===== src/sv/rlmf_pkg.sv =====
package rlmf_pkg;

   localparam int VALUE_BITS     = 16;
   localparam int POS_OUT_BITS   = 7;
   localparam int CFG_BITS       = 8;
   localparam int CSR_INDEX_BITS = 2;
   localparam int DEF_MAX_COLS   = 128;
   localparam int DEF_MAX_ROWS   = 128;
   localparam int QUEUE_DEPTH    = 4;
   localparam int N_CAND         = 3;

   localparam logic [CSR_INDEX_BITS-1:0] CSR_FRAME_HEIGHT = 2'd0;
   localparam logic [CSR_INDEX_BITS-1:0] CSR_FRAME_WIDTH  = 2'd1;

   typedef logic signed [VALUE_BITS-1:0] value_type;
   typedef logic [POS_OUT_BITS-1:0]      pos_type;

   typedef struct packed {
      pos_type   row;
      pos_type   col;
      value_type value;
   } cand_type;

   // One queue entry: up to three decided cells, in raster order.
   typedef struct packed {
      logic [N_CAND-1:0]     hit;
      cand_type [N_CAND-1:0] cand;
   } entry_type;

   typedef struct packed {
      logic      valid;
      entry_type entry;
   } q_head_type;

endpackage


===== src/sv/rlmf_back.sv =====
module rlmf_back (
   input  logic                 clock,
   input  logic                 reset,
   input  rlmf_pkg::q_head_type head,
   output logic                 q_pop,
   output logic                 rsp_empty,
   input  logic                 rsp_pop,
   output rlmf_pkg::pos_type    min_row,
   output rlmf_pkg::pos_type    min_col,
   output rlmf_pkg::value_type  min_value,
   output logic                 run_last
);
   import rlmf_pkg::*;

   logic [N_CAND-1:0] done_ff, done_in, remaining, pick;
   logic              out_valid_ff, out_valid_in;
   cand_type          out_ff, sel;
   logic              last_ff, last, load;

   assign remaining = head.entry.hit & ~done_ff;
   assign pick      = remaining & (~remaining + 1'b1);
   assign last      = ((remaining & ~pick) == '0);
   assign load      = head.valid && (!out_valid_ff || rsp_pop);
   assign q_pop     = load && last;

   always_comb begin
      sel = head.entry.cand[0];
      for (int k = N_CAND - 1; k >= 0; k--) begin
         if (remaining[k]) begin
            sel = head.entry.cand[k];
         end
      end
   end

   always_comb begin
      out_valid_in = out_valid_ff;
      done_in      = done_ff;
      if (load) begin
         out_valid_in = 1'b1;
         done_in      = last ? '0 : (done_ff | pick);
      end else if (rsp_pop) begin
         out_valid_in = 1'b0;
      end
   end

   always_ff @(posedge clock) begin
      if (reset) begin
         out_valid_ff <= 1'b0;
         done_ff      <= '0;
      end else begin
         out_valid_ff <= out_valid_in;
         done_ff      <= done_in;
      end
   end

   always_ff @(posedge clock) begin
      if (load) begin
         out_ff  <= sel;
         last_ff <= last;
      end
   end

   assign rsp_empty = !out_valid_ff;
   assign min_row   = out_ff.row;
   assign min_col   = out_ff.col;
   assign min_value = out_ff.value;
   assign run_last  = last_ff;
endmodule


===== config.mk =====
export PLATFORM = sky130hd
export DESIGN_NAME = rlmf_back
export DESIGN_NICKNAME = d
export VERILOG_FILES = /design/src/sv/rlmf_pkg.sv /design/src/sv/rlmf_back.sv
export SDC_FILE = /design/constraint.sdc
export NUM_CORES = 1
export LEC_CHECK = 0
export BUFFER_PORTS_ARGS = -buffer_cell sky130_fd_sc_hd__buf_2
export CAP_MARGIN = 40
export CORE_MARGIN = 5
export CORE_UTILIZATION = 25
export DETAILED_ROUTE_END_ITERATION = 7
export GPL_ROUTABILITY_DRIVEN = 0
export PLACE_DENSITY = 0.54
export SLEW_MARGIN = 20
export SYNTH_ARGS = -nofsm -noshare
export SYNTH_HDL_FRONTEND = slang
export SYNTH_SLANG_ARGS = --single-unit
export TNS_END_PERCENT = 100

===== constraint.sdc =====
create_clock -name clock -period 1.82 [get_ports clock]
set_input_delay 0.091 -clock clock [delete_from_list [all_inputs] [get_ports clock]]
set_output_delay 0.091 -clock clock [all_outputs]
set_load 0.005 [all_outputs]

==> impl_metrics.py <==
metrics = {
    "place": {
        "numPortBuffers": 129,
        "hpwl_um": 4490,
        "place_ws_ns": 0.292,
    },
    "clocking": {
        "clk_latency_ns": 0.28,
        "clockBufferDepth": 2,
        "cts_tree": "done",
        "clkSlewWorstSetupHoldPaths_ns": 0.07,
        "cts-resized-gates": 0,
        "numCtsBuffers": 5,
        "clock_sinks": 35,
        "postCtsSetupRepairBufs": 0,
        "cts_hold_buf": 0,
        "cts_htree_levels": 2,
        "root_buffer": "clkbuf_8",
    },
    "global_routing": {
        "grt_start_max_net_pins": 31,
        "grt_util_met3_pct": 3.67,
        "grt.busiest_layer": "met2",
        "grt_overflow_total": 0,
        "antenna_found_initial": 0,
        "grt_pass1_wl_um": 8730,
        "use_met1_pct": 13.8,
        "met2_usage_pct": 23.2,
        "first_global_vias": 1812,
        "grt_use_total_pct": 12.8,
    },
    "layout": {
        "antenna_cells": 0,
        "multiInputGateArea_sq_um": 659,
        "nFillCells": 714,
        "final_cell_mix": "buf_2 (129), edfxtp_1 (31), and3_1 (30), a221o_1 (30), buf_4 (6)",
        "fin_util_pct": 37.5,
        "final_common_cell": "buf_2",
        "register_area_sq_um": 1010,
        "drive_gt1_share_pct": 55.1,
        "syn_to_final_growth_pct": 43.8,
        "nets": 362,
    },
    "critical_path": {
        "critical-path-slowest-cell": "a221o_1",
        "required_ns": 1.85,
        "critPathMaxFanout": 16,
        "criticalPathCategory": "register to register",
        "rrSetupSlack_ns": 0.29,
        "path_delay_family": "compound AO/OA/AOI/OAI gates",
        "crit_chain": "and2b_4 -> o21ai_2 -> buf_4 -> a221o_1",
        "worst_setup_path_end_kind": "register",
        "startpoint_type": "register",
        "max_stage_delay_ns": 0.36,
        "path_buf_inv": 1,
        "crit_arrival_ns": 1.56,
    },
    "timing": {
        "hold_viol": 0,
        "skew_ns": 0.00267,
        "timing.hold.ws_ns": 0.0295,
        "fin_crit_sh_pct": 84.2,
        "setup_ws_ns": 0.287,
        "tns_ns": 0,
        "worst_slew_pin_slew_ns": 0.361,
        "finalMaxSlewViolations": 0,
        "period_needed_ns": 1.53,
        "slew_headroom_pct": 76.0,
        "rsz0062_at_grt": "false",
        "fmax_mhz": 652,
        "setup_viol": 0,
    },
    "detailed_routing": {
        "via_per_inst": 4.65,
        "wl_per_cell_um": 16.1,
        "drc_errors": 0,
        "dr.first_iter.drc_count": 70,
        "drtPass1Iterations": 4,
        "dr_total_vias": 1680,
        "wl_um": 5800,
        "detail-route-antenna-nets": 0,
    },
    "synth": {
        "synth_cell_type_count": 23,
        "synth_top_area_share_pct": 52.0,
        "ys_ff_latch": 35,
        "synthCells": 136,
        "ys_seq_area_share_pct": 56.5,
        "synth_area_leaders": "edfxtp_1 (52%), a221o_1 (17%), and3_1 (10%)",
        "yosys.area.top_type": "edfxtp_1",
        "syn_area_sq_um": 1790,
        "avgSynthCellArea_sq_um": 13.2,
        "synth.net_count": 233,
        "yosysWarnings": 0,
    },
    "pwr": {
        "p_per_area_nw_per_um2": 734,
        "vdd_drop_max_mv": 0.232,
        "p_leak_nw": 1.27,
    },
    "floorplan": {
        "start_util_pct": 26.0,
        "die-area_sq_um": 8950,
        "die_y_um": 94.6,
        "core.rowCount": 30,
        "core_area_sq_um": 6870,
        "fp.dieW_um": 94.6,
        "io_pins": 130,
    },
    "run_status": {
        "outcome": "complete, no violations",
    },
    "hold_path": {
        "hold_class": "input port to register",
    },
    "flow_run": {
        "max_cap_violations": 0,
    },
}
[area by class of cell]
type,instances,share of cell area (%)
well taps,96,4.67
flip-flops and latches,35,39.3
clock buffers,5,2.67
clock inverters,2,0.340
repair buffers,135,26.8
multi-input cells,84,25.6
inverters,4,0.583
[Yosys cell counts]
master,number
edfxtp_1,31
a221o_1,30
and3_1,30
buf_6,7
clkbuf_1,4
dfxtp_1,4
inv_1,4
nand2_1,3
nand2b_1,3
nor2_1,3
a21oi_1,2
a32o_1,2
buf_2,2
o211ai_1,2
a211oi_1,1
and2b_4,1
and3_4,1
and4_1,1
nand2b_4,1
nor2b_1,1
nor2b_2,1
o211a_1,1
o21ai_2,1
[where the power goes]
| group | internal, mW | switching, mW | total (mW) |
|---|---|---|---|
| clock network | 0.254 | 0.261 | 0.515 |
| registers | 0.959 | 0.0150 | 0.974 |
| logic | 0.215 | 0.186 | 0.401 |
[layer usage]
metal | routed length (um) | share of wire (%)
met4 | 112 | 1.9
met2 | 3060 | 53
met3 | 384 | 6.6
met5 | 0 | 0
met1 | 2240 | 39
[path summary, 6_finish.rpt]
| path | startpoint | to | cells after the start |
|---|---|---|---|
| worst min register to register | done_ff[2]$_SDFFE_PP0P_ | done_ff[2]$_SDFFE_PP0P_ | 1 |
| worst max register to register | done_ff[1]$_SDFFE_PP0P_ | min_col[2]$_DFFE_PP_ | 4 |
| worst max-delay path | done_ff[1]$_SDFFE_PP0P_ | min_col[2]$_DFFE_PP_ | 4 |
| worst min-delay path | reset | out_valid_ff$_SDFFE_PP0P_ | 2 |
[cell families (layout without fill, tap and decap cells)]
logic type	after synthesis	after routing	synth area share, %
AND/OR/NAND/NOR	45	45	16.1
AO/OA/AOI/OAI	39	39	20.8
flip-flops	35	35	56.5
buffers and inverters	17	146	6.64
[stage by stage]
step                std cells  cell area, sq um  total power, mW
floorplan                 136              1790             1.20
global placement          354              2500             1.39
detailed placement        354              2500             1.40
CTS                       361              2570             1.92
global route              361              2570             2.00
finish                    361              2570             1.89
[sequential cells by signal, indices dropped and copies added (netlist names)]
signal	cells
min_value	16
min_col	7
min_row	7
done_ff	3
out_valid_ff	1
run_last	1
Power figures use the tool's default switching activity.
