--- src/sv/rlmf_pkg.sv ---
package rlmf_pkg;

   localparam int VALUE_BITS     = 16;
   localparam int POS_OUT_BITS   = 7;
   localparam int CFG_BITS       = 8;
   localparam int CSR_INDEX_BITS = 2;
   localparam int DEF_MAX_COLS   = 128;
   localparam int DEF_MAX_ROWS   = 128;
   localparam int QUEUE_DEPTH    = 4;
   localparam int N_CAND         = 3;

   localparam logic [CSR_INDEX_BITS-1:0] CSR_FRAME_HEIGHT = 2'd0;
   localparam logic [CSR_INDEX_BITS-1:0] CSR_FRAME_WIDTH  = 2'd1;

   typedef logic signed [VALUE_BITS-1:0] value_type;
   typedef logic [POS_OUT_BITS-1:0]      pos_type;

   typedef struct packed {
      pos_type   row;
      pos_type   col;
      value_type value;
   } cand_type;

   // One queue entry: up to three decided cells, in raster order.
   typedef struct packed {
      logic [N_CAND-1:0]     hit;
      cand_type [N_CAND-1:0] cand;
   } entry_type;

   typedef struct packed {
      logic      valid;
      entry_type entry;
   } q_head_type;

endpackage

--- src/sv/rlmf_queue.sv ---
module rlmf_queue #(
   parameter int DEPTH = rlmf_pkg::QUEUE_DEPTH
) (
   input  logic                 clock,
   input  logic                 reset,
   input  logic                 push,
   input  rlmf_pkg::entry_type  entry_in,
   output logic                 full,
   output rlmf_pkg::q_head_type head,
   input  logic                 pop
);
   import rlmf_pkg::*;

   localparam int PTR_BITS = (DEPTH > 1) ? $clog2(DEPTH) : 1;
   localparam int CNT_BITS = $clog2(DEPTH + 1);

   entry_type           mem_ff [DEPTH];
   logic [PTR_BITS-1:0] wr_ptr_ff, wr_ptr_in, rd_ptr_ff, rd_ptr_in;
   logic [CNT_BITS-1:0] count_ff, count_in;
   logic                do_push, do_pop;

   assign full       = (count_ff == CNT_BITS'(DEPTH));
   assign do_push    = push && !full;
   assign do_pop     = pop && (count_ff != '0);
   assign head.valid = (count_ff != '0);
   assign head.entry = mem_ff[rd_ptr_ff];

   always_comb begin
      wr_ptr_in = wr_ptr_ff;
      rd_ptr_in = rd_ptr_ff;
      count_in  = count_ff;
      if (do_push) begin
         wr_ptr_in = (wr_ptr_ff == PTR_BITS'(DEPTH - 1)) ? '0 : PTR_BITS'(wr_ptr_ff + 1'b1);
      end
      if (do_pop) begin
         rd_ptr_in = (rd_ptr_ff == PTR_BITS'(DEPTH - 1)) ? '0 : PTR_BITS'(rd_ptr_ff + 1'b1);
      end
      if (do_push && !do_pop) begin
         count_in = CNT_BITS'(count_ff + 1'b1);
      end else if (do_pop && !do_push) begin
         count_in = CNT_BITS'(count_ff - 1'b1);
      end
   end

   always_ff @(posedge clock) begin
      if (reset) begin
         wr_ptr_ff <= '0;
         rd_ptr_ff <= '0;
         count_ff  <= '0;
      end else begin
         wr_ptr_ff <= wr_ptr_in;
         rd_ptr_ff <= rd_ptr_in;
         count_ff  <= count_in;
      end
   end

   always_ff @(posedge clock) begin
      if (do_push) begin
         mem_ff[wr_ptr_ff] <= entry_in;
      end
   end
endmodule

--- config.mk ---
export PLATFORM = sky130hd
export DESIGN_NAME = rlmf_queue
export DESIGN_NICKNAME = d
export VERILOG_FILES = /design/src/sv/rlmf_pkg.sv /design/src/sv/rlmf_queue.sv
export SDC_FILE = /design/constraint.sdc
export NUM_CORES = 1
export LEC_CHECK = 0
export BUFFER_PORTS_ARGS = -buffer_cell sky130_fd_sc_hd__buf_2
export CORE_MARGIN = 3
export CORE_UTILIZATION = 61
export DETAILED_ROUTE_END_ITERATION = 8
export PLACE_DENSITY = 0.83
export SYNTH_ARGS = -nofsm -noshare
export SYNTH_HDL_FRONTEND = slang
export SYNTH_SLANG_ARGS = --single-unit
--- constraint.sdc ---
create_clock -name clock -period 8.9 [get_ports clock]
set_input_delay 0.89 -clock clock [delete_from_list [all_inputs] [get_ports clock]]
set_output_delay 0.89 -clock clock [all_outputs]
set_load 0.005 [all_outputs]
==> results of run 1 <==
layout by cell type, fill, tap and decap left out, drive strengths merged, types with 2 or more instances in the layout:
master | netlist | routed
edfxtp | 372 | 372
buf | 19 | 197
mux4 | 93 | 93
clkbuf | 3 | 51
clkinv | 1 | 14
dfxtp | 9 | 9
ha | 6 | 6
inv | 4 | 5
diode | 0 | 4
nor2 | 4 | 4
and3 | 4 | 4
or3 | 3 | 3
a21oi | 3 | 3
bufinv | 0 | 3
xor2 | 2 | 2
nand3 | 2 | 2
mux2i | 2 | 2
o21ai | 2 | 2
o31ai | 2 | 2
registers in the layout (all words and copies together) (netlist names), named ones only:
name / cells
count_ff: 3
wr_ptr_ff: 2
mem_ff: 372
rd_ptr_ff: 2
path summary, 6_finish.rpt:
check	from	to	slack, ns	cells past startpoint
worst min register to register	rd_ptr_ff[0]	register	0.49	2
worst min-delay path	rd_ptr_ff[0]	register	0.49	2
worst max register to register	count_ff[0]	mem_ff[1][57]	6.34	3
worst max-delay path	register	head[19]	4.82	3
metal layers:
metal | up-vias | global-route usage (%) | wire length (um)
li1 | 2745 | - | -
met1 | 3317 | 30.0 | 10300
met2 | 225 | 34.4 | 12900
met3 | 54 | 5.11 | 1800
met4 | 8 | 5.88 | 528
met5 | - | 0 | 57
final cells by class:
cell class / count / area, sq um
Fill cell: 1211 / 5800
Inverter: 5 / 20.0
Antenna cell: 4 / 10.0
Timing Repair Buffer: 197 / 1000
Tap cell: 280 / 350
Multi-Input combinational cell: 127 / 2380
Clock buffer: 51 / 1020
Sequential cell: 381 / 11400
Clock inverter: 17 / 156
stage by stage:
stage	hold slack, ns	util, %
floorplan	0.463	-
global placement	0.468	68.4
detailed placement	0.478	68.4
CTS	0.488	73.7
global route	0.520	73.7
finish	0.490	73.8
report_power, final:
group          switching, mW  internal [mW]
clock network          0.609          0.892
logic                  0.387          0.423
registers             0.0936           2.17
worst max-delay path, cell delays in order (launching register included):
cell                      delay (ns)
sky130_fd_sc_hd__dfxtp_4        0.88
sky130_fd_sc_hd__buf_4          0.92
sky130_fd_sc_hd__mux4_2         0.64
sky130_fd_sc_hd__buf_2          0.15
cell families after synthesis:
kind of cell / Yosys count / share of synthesized area, %
adder cells (fa/ha/maj): 7 / 0.685
AND/OR/NAND/NOR: 16 / 0.621
AO/OA/AOI/OAI: 7 / 0.324
XOR/XNOR: 2 / 0.126
flip-flops: 381 / 81.7
buffers and inverters: 27 / 1.31
multiplexers: 95 / 15.2
==> flow_summary.rst, run 1 <==
.. list-table::
   :header-rows: 1

   * - Metric
     - Value
   * - # placed instances
     - 990
   * - Power density over the cells
     - 281 mW/mm^2
   * - Number of clock sinks seen by CTS
     - 381
   * - CTS HTree Levels
     - 2
   * - Number of enable-type register cells in the synthesized netlist
     - 372
   * - Non-Filler Instances
     - 1062
   * - Final cycle utilization of the critical path
     - 45.8%
   * - WL final
     - 25.6 mm
   * - Number of buffers inserted for hold repair after clock tree synthesis
     - 0
   * - Endpoint class of the critical path
     - primary output
   * - Total leakage power
     - 5.49 nW
   * - GRT Util Overall
     - 21.3%
   * - Highest clock rate
     - 245 MHz
   * - TritonCTS clock tree
     - built
   * - Clock insertion delay at the later pin of the skew report
     - 0.51 ns
   * - Main synth FF type
     - sky130_fd_sc_hd__edfxtp_1
   * - Max-slew headroom
     - 28.9%
   * - Crit path required time
     - 8.01 ns
   * - Count of TritonRoute iterations in the first routing pass
     - 5
   * - Synth warn
     - 0
   * - Post-CTS setup buffers
     - 0
   * - Wire length of the first global-routing pass
     - 39.6 mm
   * - Layout net count
     - 854
   * - Setup slack of the critical path after layout
     - 4.82 ns
   * - Cell type contributing the most total cell area after synthesis
     - sky130_fd_sc_hd__edfxtp_1
   * - Detailed-route wire length per cell
     - 24.1 um
   * - Maximum number of pins on one net before global-route repair
     - 57
   * - Worst Setup Path Type
     - register to primary output
   * - Synth Area per Inst
     - 26.0 sq um
   * - Max Cap Violations
     - 0
   * - Post-cts gate resize count
     - 0
   * - Setup repair after global routing missed its margin
     - false
   * - Setup violations, final
     - 0
   * - Final count of hold timing violations
     - 0
   * - Standard cell core area
     - 0.0221 sq mm
   * - Number of global-route vias before repair
     - 6900
   * - Seq/Total Area, Yosys
     - 81.7%
   * - Async set-reset flop share out of synthesis
     - 0%
   * - Nets in the synthesized netlist
     - 639
   * - Summed negative setup slack over all endpoints
     - 0 ns
   * - Final cell area excluding filler cells
     - 0.0163 sq mm
   * - Worst slack after detailed placement
     - 5.25 ns
   * - Number of rows in the core area
     - 54
   * - Number of port buffers
     - 191
   * - Synth-to-Final Area Change
     - 17.3%
   * - Most repeated cell in the gate-level netlist after synthesis
     - sky130_fd_sc_hd__edfxtp_1
   * - Horizontal die dimension
     - 157 um
   * - Area share of the largest cell type after synthesis
     - 80.4%
   * - Maximum clock skew at final layout
     - 0.0237 ns
   * - Cell chosen for the clock root
     - sky130_fd_sc_hd__clkbuf_16
   * - Worst slew pin tran
     - 1.07 ns
   * - Count of mapped cells out of synthesis
     - 535
   * - Worst ir drop on vdd
     - 197 uV
   * - Data arrival time of the worst path
     - 3.19 ns
   * - Die Area
     - 0.0246 sq mm
   * - Remaining global-route overflow
     - 0
   * - Largest cells by area after synthesis
     - sky130_fd_sc_hd__edfxtp_1 (80%), sky130_fd_sc_hd__mux4_2 (15%), sky130_fd_sc_hd__dfxtp_1 (1.3%)
   * - Post-Syn Area
     - 0.0139 sq mm
   * - Outcome
     - completed
   * - Count of final max-slew check failures
     - 0
   * - Post-detailed-route via-to-cell ratio
     - 5.98
   * - Maximum net fanout on the critical path
     - 54
   * - Number of top-level pins
     - 192
   * - Crit path time final
     - 4.08 ns
   * - DRC
     - 0
   * - Post-CTS clock slew at the launch and capture registers of the worst setup and hold paths
     - 0.06 ns
   * - Number of different library cells in the post-synthesis netlist
     - 24
   * - Post-DRT Antenna Nets
     - 0
   * - CP startpoint kind
     - register
   * - Worst hold path class
     - register to register
   * - Die extent in y
     - 157 um
   * - Count of state elements after synthesis
     - 381
   * - Top cells by count, synth
     - sky130_fd_sc_hd__edfxtp_1 (372), sky130_fd_sc_hd__mux4_2 (93), sky130_fd_sc_hd__buf_2 (9), sky130_fd_sc_hd__dfxtp_1 (9), sky130_fd_sc_hd__buf_6 (8)
   * - Routed vias
     - 6349
   * - Placed wire-length estimate after detailed placement
     - 15.3 mm
   * - Final Total Pwr
     - 4.58 mW
   * - Initial standard-cell utilization of the core
     - 62.9%
   * - Last weighted congestion value of the routability-driven placer
     - 0.744
   * - Initial DRC count
     - 441
   * - Fraction of layout instances using a drive strength above 1
     - 44.7%
   * - Maximum root-to-sink buffer count
     - 3
   * - Number of buffers inserted during clock tree synthesis
     - 38
   * - Initial antenna violation count
     - 5
   * - Area after detailed placement
     - 0.0151 sq mm
Note: power is estimated with default switching activity, not from simulation.
==> run 2: changes to the inputs <==
--- a/config.mk
+++ b/config.mk
@@ -5,11 +5,12 @@
 export SDC_FILE = /design/constraint.sdc
 export NUM_CORES = 1
 export LEC_CHECK = 0
+export ABC_AREA = 1
 export BUFFER_PORTS_ARGS = -buffer_cell sky130_fd_sc_hd__buf_2
 export CORE_MARGIN = 3
-export CORE_UTILIZATION = 61
+export CORE_UTILIZATION = 52
 export DETAILED_ROUTE_END_ITERATION = 8
-export PLACE_DENSITY = 0.83
+export PLACE_DENSITY = 0.75
 export SYNTH_ARGS = -nofsm -noshare
 export SYNTH_HDL_FRONTEND = slang
 export SYNTH_SLANG_ARGS = --single-unit
==> constraint.sdc (replaced) <==
create_clock -name clock -period 3.3 [get_ports clock]
set_input_delay 0.33 -clock clock [delete_from_list [all_inputs] [get_ports clock]]
set_output_delay 0.33 -clock clock [all_outputs]
set_load 0.005 [all_outputs]
==> run 2 against run 1 <==
Clock skew shrank 0.014 ns. Die area grew 19%. Combinational power grew to 4.2 times the previous value. Cell count grew 44%. Critical path depth grew 1. Global-route usage shrank 2.2 points. Critical endpoint is now head[20]. Largest cell class unchanged.
==> flow_summary.rst, run 2 <==
.. list-table::
   :header-rows: 1

   * - Metric
     - Value
   * - Worst hold path endpoint
     - mem_ff[1][30]
   * - Routed vias
     - 8442 (was 6349)
   * - Post-cts gate resize count
     - 0 (unchanged)
   * - Most frequent standard cell in the layout excluding fill and tap cells
     - sky130_fd_sc_hd__edfxtp_1 (unchanged)
   * - WL final
     - 28.7 mm (was 25.6 mm)
   * - Total leakage power
     - 5.91 nW (was 5.49 nW)
   * - Max Cap Violations
     - 0 (unchanged)
   * - Detailed-route wire length per cell
     - 18.8 um (was 24.1 um)
   * - Nets in the synthesized netlist
     - 1073 (was 639)
   * - Fraction of layout instances using a drive strength above 1
     - 22.8% (was 44.7%)
   * - Cell type contributing the most total cell area after synthesis
     - sky130_fd_sc_hd__edfxtp_1 (unchanged)
   * - Clock insertion delay at the later pin of the skew report
     - 0.51 ns (about the same)
   * - Maximum root-to-sink buffer count
     - 3 (unchanged)
   * - Count of state elements after synthesis
     - 381 (unchanged)
   * - Power density over the cells
     - 820 mW/mm^2 (was 281 mW/mm^2)
   * - Number of rows in the core area
     - 59 (was 54)
   * - Last weighted congestion value of the routability-driven placer
     - 0.731 (was 0.744)
   * - Remaining global-route overflow
     - 0 (unchanged)
   * - Non-Filler Instances
     - 1525 (was 1062)
   * - Worst Setup Path Type
     - register to primary output (unchanged)
   * - Synth warn
     - 0 (unchanged)
   * - Post-DRT Antenna Nets
     - 0 (unchanged)
   * - Post-Syn Area
     - 0.0142 sq mm (was 0.0139 sq mm)
   * - Final cell area excluding filler cells
     - 0.0168 sq mm (was 0.0163 sq mm)
   * - Horizontal die dimension
     - 172 um (was 157 um)
   * - Post-detailed-route via-to-cell ratio
     - 5.54 (was 5.98)
   * - Initial DRC count
     - 813 (was 441)
   * - Seq/Total Area, Yosys
     - 79.7% (was 81.7%)
   * - Crit path required time
     - 2.97 ns (was 8.01 ns)
   * - Final count of hold timing violations
     - 0 (unchanged)
   * - Top library cells by usage in the layout, fill and taps aside
     - sky130_fd_sc_hd__edfxtp_1 (372), sky130_fd_sc_hd__nor2_1 (199), sky130_fd_sc_hd__buf_2 (191) (was sky130_fd_sc_hd__edfxtp_1 (372), sky130_fd_sc_hd__buf_2 (191), sky130_fd_sc_hd__mux4_2 (93))
   * - Final cycle utilization of the critical path
     - 79.0%
   * - R2R Path Start
     - count_ff[1] (was count_ff[0])
   * - Number of buffers inserted during clock tree synthesis
     - 39 (was 38)
   * - Initial antenna violation count
     - 6 (was 5)
   * - Count of final max-slew check failures
     - 0 (unchanged)
   * - CP startpoint kind
     - register (unchanged)
   * - Maximum clock skew at final layout
     - 0.00931 ns (was 0.0237 ns)
   * - Area share of the largest cell type after synthesis
     - 78.4% (was 80.4%)
   * - Die extent in y
     - 172 um (was 157 um)
   * - Setup slack of the critical path after layout
     - 0.693 ns (was 4.82 ns)
   * - GRT Util Overall
     - 19.1% (was 21.3%)
   * - Top cells by count, synth
     - sky130_fd_sc_hd__edfxtp_1 (372), sky130_fd_sc_hd__nor2_1 (203), sky130_fd_sc_hd__o21ai_0 (137), sky130_fd_sc_hd__o22ai_1 (93), sky130_fd_sc_hd__o21ai_1 (50) (was sky130_fd_sc_hd__edfxtp_1 (372), sky130_fd_sc_hd__mux4_2 (93), sky130_fd_sc_hd__buf_2 (9), sky130_fd_sc_hd__dfxtp_1 (9), sky130_fd_sc_hd__buf_6 (8))
   * - Outcome
     - completed (unchanged)
   * - Placed wire-length estimate after detailed placement
     - 15.8 mm (was 15.3 mm)
   * - Worst Hold Launch
     - entry_in[30] (was rd_ptr_ff[0])
   * - TritonCTS clock tree
     - built (unchanged)
   * - Cell chosen for the clock root
     - sky130_fd_sc_hd__clkbuf_16 (unchanged)
   * - DRC
     - 0 (unchanged)
   * - Post-CTS clock slew at the launch and capture registers of the worst setup and hold paths
     - 0.06 ns (about the same)
   * - Final Total Pwr
     - 13.8 mW (was 4.58 mW)
   * - Async set-reset flop share out of synthesis
     - 0% (unchanged)
   * - Standard cell core area
     - 0.0265 sq mm (was 0.0221 sq mm)
   * - Worst hold path class
     - input pin to register (was register to register)
   * - Number of global-route vias before repair
     - 8238 (was 6900)
   * - Setup repair after global routing missed its margin
     - false (unchanged)
   * - Post-CTS setup buffers
     - 0 (unchanged)
   * - Worst slew pin tran
     - 0.853 ns (was 1.07 ns)
   * - Number of clock sinks seen by CTS
     - 381 (unchanged)
   * - Data arrival time of the worst path
     - 2.28 ns (was 3.19 ns)
   * - Area after detailed placement
     - 0.0155 sq mm (was 0.0151 sq mm)
   * - Number of buffers inserted for hold repair after clock tree synthesis
     - 1 (was 0)
   * - Number of flip-flops in the largest register
     - 372 (unchanged)
   * - Main synth FF type
     - sky130_fd_sc_hd__edfxtp_1 (unchanged)
   * - Synth Area per Inst
     - 14.7 sq um (was 26.0 sq um)
   * - Cells on Worst Hold Path
     - 1 (was 2)
   * - Number of different library cells in the post-synthesis netlist
     - 21 (was 24)
   * - Setup violations, final
     - 0 (unchanged)
   * - Capture point of the worst reg-to-reg path
     - count_ff[1] (was mem_ff[1][57])
   * - Crit path time final
     - 2.61 ns
   * - Initial standard-cell utilization of the core
     - 53.8% (was 62.9%)
   * - Wire length of the first global-routing pass
     - 43.8 mm (was 39.6 mm)
   * - Number of top-level pins
     - 192 (unchanged)
   * - Endpoint class of the critical path
     - primary output (unchanged)
   * - Post-Route Hold Slack
     - 0.0297 ns (was 0.490 ns)
   * - Max-slew headroom
     - 43.1% (was 28.9%)
   * - Layout net count
     - 1260 (was 854)
   * - R2R cell count
     - 9 (was 3)
   * - Most repeated cell in the gate-level netlist after synthesis
     - sky130_fd_sc_hd__edfxtp_1 (unchanged)
   * - Regs by FF count
     - mem_ff: 372 flops, count_ff: 3 flops (unchanged)
   * - Highest clock rate
     - 384 MHz
   * - Count of mapped cells out of synthesis
     - 969 (was 535)
   * - CTS HTree Levels
     - 2 (unchanged)
   * - Biggest register
     - mem_ff (unchanged)
   * - Worst reg2reg setup slack
     - 1.17 ns (was 6.34 ns)
   * - Die Area
     - 0.0294 sq mm (was 0.0246 sq mm)
   * - # placed instances
     - 1449 (was 990)
   * - Maximum number of pins on one net before global-route repair
     - 187 (was 57)
   * - Count of TritonRoute iterations in the first routing pass
     - 5 (unchanged)
   * - Worst ir drop on vdd
     - 565 uV (was 197 uV)
   * - Largest cells by area after synthesis
     - sky130_fd_sc_hd__edfxtp_1 (78%), sky130_fd_sc_hd__nor2_1 (5.3%), sky130_fd_sc_hd__o21ai_0 (4.8%) (was sky130_fd_sc_hd__edfxtp_1 (80%), sky130_fd_sc_hd__mux4_2 (15%), sky130_fd_sc_hd__dfxtp_1 (1.3%))
   * - Maximum net fanout on the critical path
     - 186 (was 54)
   * - Number of port buffers
     - 191 (unchanged)
   * - Synth-to-Final Area Change
     - 18.0% (was 17.3%)
   * - Number of enable-type register cells in the synthesized netlist
     - 372 (unchanged)
   * - Worst slack after detailed placement
     - 1.20 ns (was 5.25 ns)
-- run 2: report_power, final --
part           switching, mW  leakage, nW  internal, mW  total [mW]
Clock                   1.72        0.622          2.62        4.33
Combinational           2.15         1.81          1.23        3.37
Sequential             0.195         3.48          5.90        6.09
-- run 2: per-layer routing --
metal	global-route usage (%)	wire (um)	up-vias
li1	-	-	4019
met1	26.6	12300	4055
met2	30.7	13600	310
met3	4.27	2180	50
met4	5.56	579	8
met5	0	57	-
-- run 2: critical path, stage by stage (launching register included) --
cell                      delay, ns
sky130_fd_sc_hd__dfxtp_4       0.38
sky130_fd_sc_hd__buf_12        0.49
sky130_fd_sc_hd__o21ai_0       0.26
sky130_fd_sc_hd__o22ai_1       0.27
sky130_fd_sc_hd__buf_2         0.16
-- run 2: final cells by class --
type	instances	area (sq um)
Timing Repair Buffer	206	1170
Clock buffer	50	1070
Tap cell	335	419
Sequential cell	381	11400
Clock inverter	21	215
Inverter	17	68.8
Multi-Input combinational cell	511	2500
Fill cell	1868	9690
Antenna cell	4	10.0
-- run 2: how the worst max path moves through the flow --
stage                      from           end  cells past startpoint
finish                 register      head[20]                      4
global route           register       head[4]                      5
CTS                    register       head[4]                      5
detailed placement  count_ff[1]   count_ff[1]                      9
global placement    count_ff[1]   count_ff[1]                      9
floorplan           count_ff[0]  mem_ff[0][0]                      4
-- run 2: kinds of logic after synthesis --
| logic type | share of synthesized area [%] |
|---|---|
| AO/OA/AOI/OAI | 10.7 |
| XOR/XNOR | 0.0615 |
| adder cells (fa/ha/maj) | 0.668 |
| buffers and inverters | 2.96 |
| flip-flops | 79.7 |
| AND/OR/NAND/NOR | 5.90 |
-- run 2: through the flow --
stage / TNS [ns] / util (%)
3_3_place_gp: 0 / 58.5
4_1_cts: 0 / 63.4
3_5_place_dp: 0 / 58.5
6_report: 0 / 63.4
2_1_floorplan: -108.50 / -
5_1_grt: 0 / 63.4
==> run 3: changes to the inputs <==
--- a/config.mk
+++ b/config.mk
@@ -8,9 +8,9 @@
 export ABC_AREA = 1
 export BUFFER_PORTS_ARGS = -buffer_cell sky130_fd_sc_hd__buf_2
 export CORE_MARGIN = 3
-export CORE_UTILIZATION = 52
+export CORE_UTILIZATION = 57
 export DETAILED_ROUTE_END_ITERATION = 8
-export PLACE_DENSITY = 0.75
+export PLACE_DENSITY = 0.78
 export SYNTH_ARGS = -nofsm -noshare
 export SYNTH_HDL_FRONTEND = slang
 export SYNTH_SLANG_ARGS = --single-unit
==> constraint.sdc (replaced) <==
create_clock -name clock -period 2.7 [get_ports clock]
set_input_delay 0.27 -clock clock [delete_from_list [all_inputs] [get_ports clock]]
set_output_delay 0.27 -clock clock [all_outputs]
set_load 0.005 [all_outputs]
==> run 3 against run 2 <==
Wire length up 8.3%. Count of clock-buffer cells in the layout rose by 2. Utilization is 8.7 points higher. Sequential power rose by 22%. Register-to-register slack got worse by 0.62 ns. Power up 21%. Design area increased by 5.0%. Non-clock buffer count increased by 100. Cell count grew 5.2%. Sequential share of layout area is 3.2 points lower. First-iteration DRC count fell by 5.8%. Global-route usage up 3.8 points. Largest power group unchanged.
==> flow_summary.rst, run 3 (same netlist as run 2, synthesis figures left out) <==
.. list-table::
   :header-rows: 1

   * - Metric
     - Value
   * - Number of global-route vias before repair
     - 9291 (was 8238)
   * - Post-DRT Antenna Nets
     - 0 (unchanged)
   * - Number of flip-flops in the largest register
     - 372 (unchanged)
   * - Final cell area excluding filler cells
     - 0.0177 sq mm (was 0.0168 sq mm)
   * - Number of buffers inserted during clock tree synthesis
     - 39 (unchanged)
   * - TritonCTS clock tree
     - built (unchanged)
   * - Crit path time final
     - 2.54 ns
   * - Initial standard-cell utilization of the core
     - 58.2% (was 53.8%)
   * - Maximum clock skew at final layout
     - 0.00675 ns (was 0.00931 ns)
   * - Final cycle utilization of the critical path
     - 94.2%
   * - Worst Hold Launch
     - push (was entry_in[30])
   * - Number of top-level pins
     - 192 (unchanged)
   * - Post-detailed-route via-to-cell ratio
     - 5.66 (was 5.54)
   * - Maximum number of pins on one net before global-route repair
     - 107 (was 187)
   * - # placed instances
     - 1445 (was 1449)
   * - Multi-input combinational cell area
     - 0.00250 sq mm (unchanged)
   * - Post-CTS clock slew at the launch and capture registers of the worst setup and hold paths
     - 0.06 ns (about the same)
   * - Max-slew headroom
     - 61.9% (was 43.1%)
   * - Standard cell core area
     - 0.0245 sq mm (was 0.0265 sq mm)
   * - Cell chosen for the clock root
     - sky130_fd_sc_hd__clkbuf_16 (unchanged)
   * - Setup repair after global routing missed its margin
     - false (unchanged)
   * - Worst ir drop on vdd
     - 656 uV (was 565 uV)
   * - Number of clock sinks seen by CTS
     - 381 (unchanged)
   * - DRC
     - 0 (unchanged)
   * - Fraction of layout instances using a drive strength above 1
     - 21.0% (was 22.8%)
   * - Die Area
     - 0.0269 sq mm (was 0.0294 sq mm)
   * - Area after detailed placement
     - 0.0156 sq mm (was 0.0155 sq mm)
   * - Post-CTS setup buffers
     - 0 (unchanged)
   * - Final count of hold timing violations
     - 0 (unchanged)
   * - Layout net count
     - 1360 (was 1260)
   * - CP startpoint kind
     - register (unchanged)
   * - Top library cells by usage in the layout, fill and taps aside
     - sky130_fd_sc_hd__edfxtp_1 (372), sky130_fd_sc_hd__nor2_1 (199), sky130_fd_sc_hd__buf_2 (191) (unchanged)
   * - Last weighted congestion value of the routability-driven placer
     - 0.753 (was 0.731)
   * - Maximum net fanout on the critical path
     - 74 (was 186)
   * - Setup slack of the critical path after layout
     - 0.156 ns (was 0.693 ns)
   * - Max Cap Violations
     - 0 (unchanged)
   * - Count of final max-slew check failures
     - 0 (unchanged)
   * - Worst hold path class
     - input pin to register (unchanged)
   * - Setup violations, final
     - 0 (unchanged)
   * - R2R Path Start
     - count_ff[0] (was count_ff[1])
   * - Initial antenna violation count
     - 2 (was 6)
   * - Worst slew pin tran
     - 0.571 ns (was 0.853 ns)
   * - Routed vias
     - 9078 (was 8442)
   * - CTS HTree Levels
     - 2 (unchanged)
   * - FF/Latch Area
     - 0.0114 sq mm (about the same)
   * - Final Total Pwr
     - 16.7 mW (was 13.8 mW)
   * - GRT Util Overall
     - 22.8% (was 19.1%)
   * - Non-Filler Instances
     - 1605 (was 1525)
   * - Final core utilization
     - 72.2% (was 63.4%)
   * - Number of port buffers
     - 191 (unchanged)
   * - Endpoint class of the critical path
     - primary output (unchanged)
   * - Total leakage power
     - 6.28 nW (was 5.91 nW)
   * - Highest clock rate
     - 393 MHz
   * - Maximum root-to-sink buffer count
     - 3 (unchanged)
   * - Worst Setup Path Type
     - register to primary output (unchanged)
   * - Horizontal die dimension
     - 164 um (was 172 um)
   * - Detailed-route wire length per cell
     - 19.4 um (was 18.8 um)
   * - Diodes inserted
     - 0 (was 4)
   * - Count of TritonRoute iterations in the first routing pass
     - 5 (unchanged)
   * - Most frequent standard cell in the layout excluding fill and tap cells
     - sky130_fd_sc_hd__edfxtp_1 (unchanged)
   * - Wire length of the first global-routing pass
     - 47.7 mm (was 43.8 mm)
   * - Outcome
     - completed (unchanged)
   * - Biggest register
     - mem_ff (unchanged)
   * - Number of rows in the core area
     - 57 (was 59)
   * - Regs by FF count
     - mem_ff: 372 flops, count_ff: 3 flops (unchanged)
   * - Die extent in y
     - 164 um (was 172 um)
   * - Worst slack after detailed placement
     - 0.617 ns (was 1.20 ns)
   * - Placed wire-length estimate after detailed placement
     - 16.2 mm (was 15.8 mm)
   * - Data arrival time of the worst path
     - 2.27 ns (was 2.28 ns)
   * - Remaining global-route overflow
     - 0 (unchanged)
   * - Layout fillers
     - 1513 (was 1868)
   * - Power density over the cells
     - 946 mW/mm^2 (was 820 mW/mm^2)
   * - Crit path required time
     - 2.43 ns (was 2.97 ns)
   * - WL final
     - 31.1 mm (was 28.7 mm)
   * - Synth-to-Final Area Change
     - 24.0% (was 18.0%)
   * - Clock insertion delay at the later pin of the skew report
     - 0.51 ns (about the same)
   * - Initial DRC count
     - 766 (was 813)
run 3: power by group:
part           total (mW)  switching [mW]  internal [mW]
Clock                4.92            2.06           2.86
Combinational        4.36            2.73           1.63
Sequential           7.42           0.213           7.21
run 3: layer usage:
metal  part of all wire, %  GRT usage [%]  up-vias
met3                   8.9           5.52       52
met4                   1.8           6.96        4
met2                    51           39.9      396
li1                      -              -     4213
met5                 0.074              0        -
met1                    38           28.4     4413
run 3: what timing repair did:
item | CTS | global route
endpoints found under the hold margin | 373 | 0
hold buffers | 94 | 0
gates resized for setup | 0 | 0
run 3: worst max-delay path, cell delays in order, from the launching register on:
cell and delay (ns):
sky130_fd_sc_hd__dfxtp_4 0.46, sky130_fd_sc_hd__inv_6 0.47, sky130_fd_sc_hd__buf_4 0.35, sky130_fd_sc_hd__o21ai_0 0.13
sky130_fd_sc_hd__o22ai_1 0.18, sky130_fd_sc_hd__buf_2 0.15
run 3: area by class of cell:
class	count	area share (%)
sequential	381	64.3
timing repair buffer	306	12.3
tap	324	2.30
multi-input combinational	511	14.2
clock buffer	52	6.04
inverter	17	0.390
clock inverter	14	0.531
run 3: through the flow:
stage	hold slack, ns	TNS (ns)
floorplan	0.342	-331.70
global placement	0.448	0
detailed placement	0.446	0
CTS	0.0269	0
global route	0.0449	0
finish	0.0443	0
run 3: final timing paths:
kind	end	slack (ns)	cells past startpoint
max reg2reg	count_ff[2]	0.55	13
min reg2reg	register	0.52	2
min	wr_ptr_ff[1]	0.04	3
max	head[15]	0.16	5
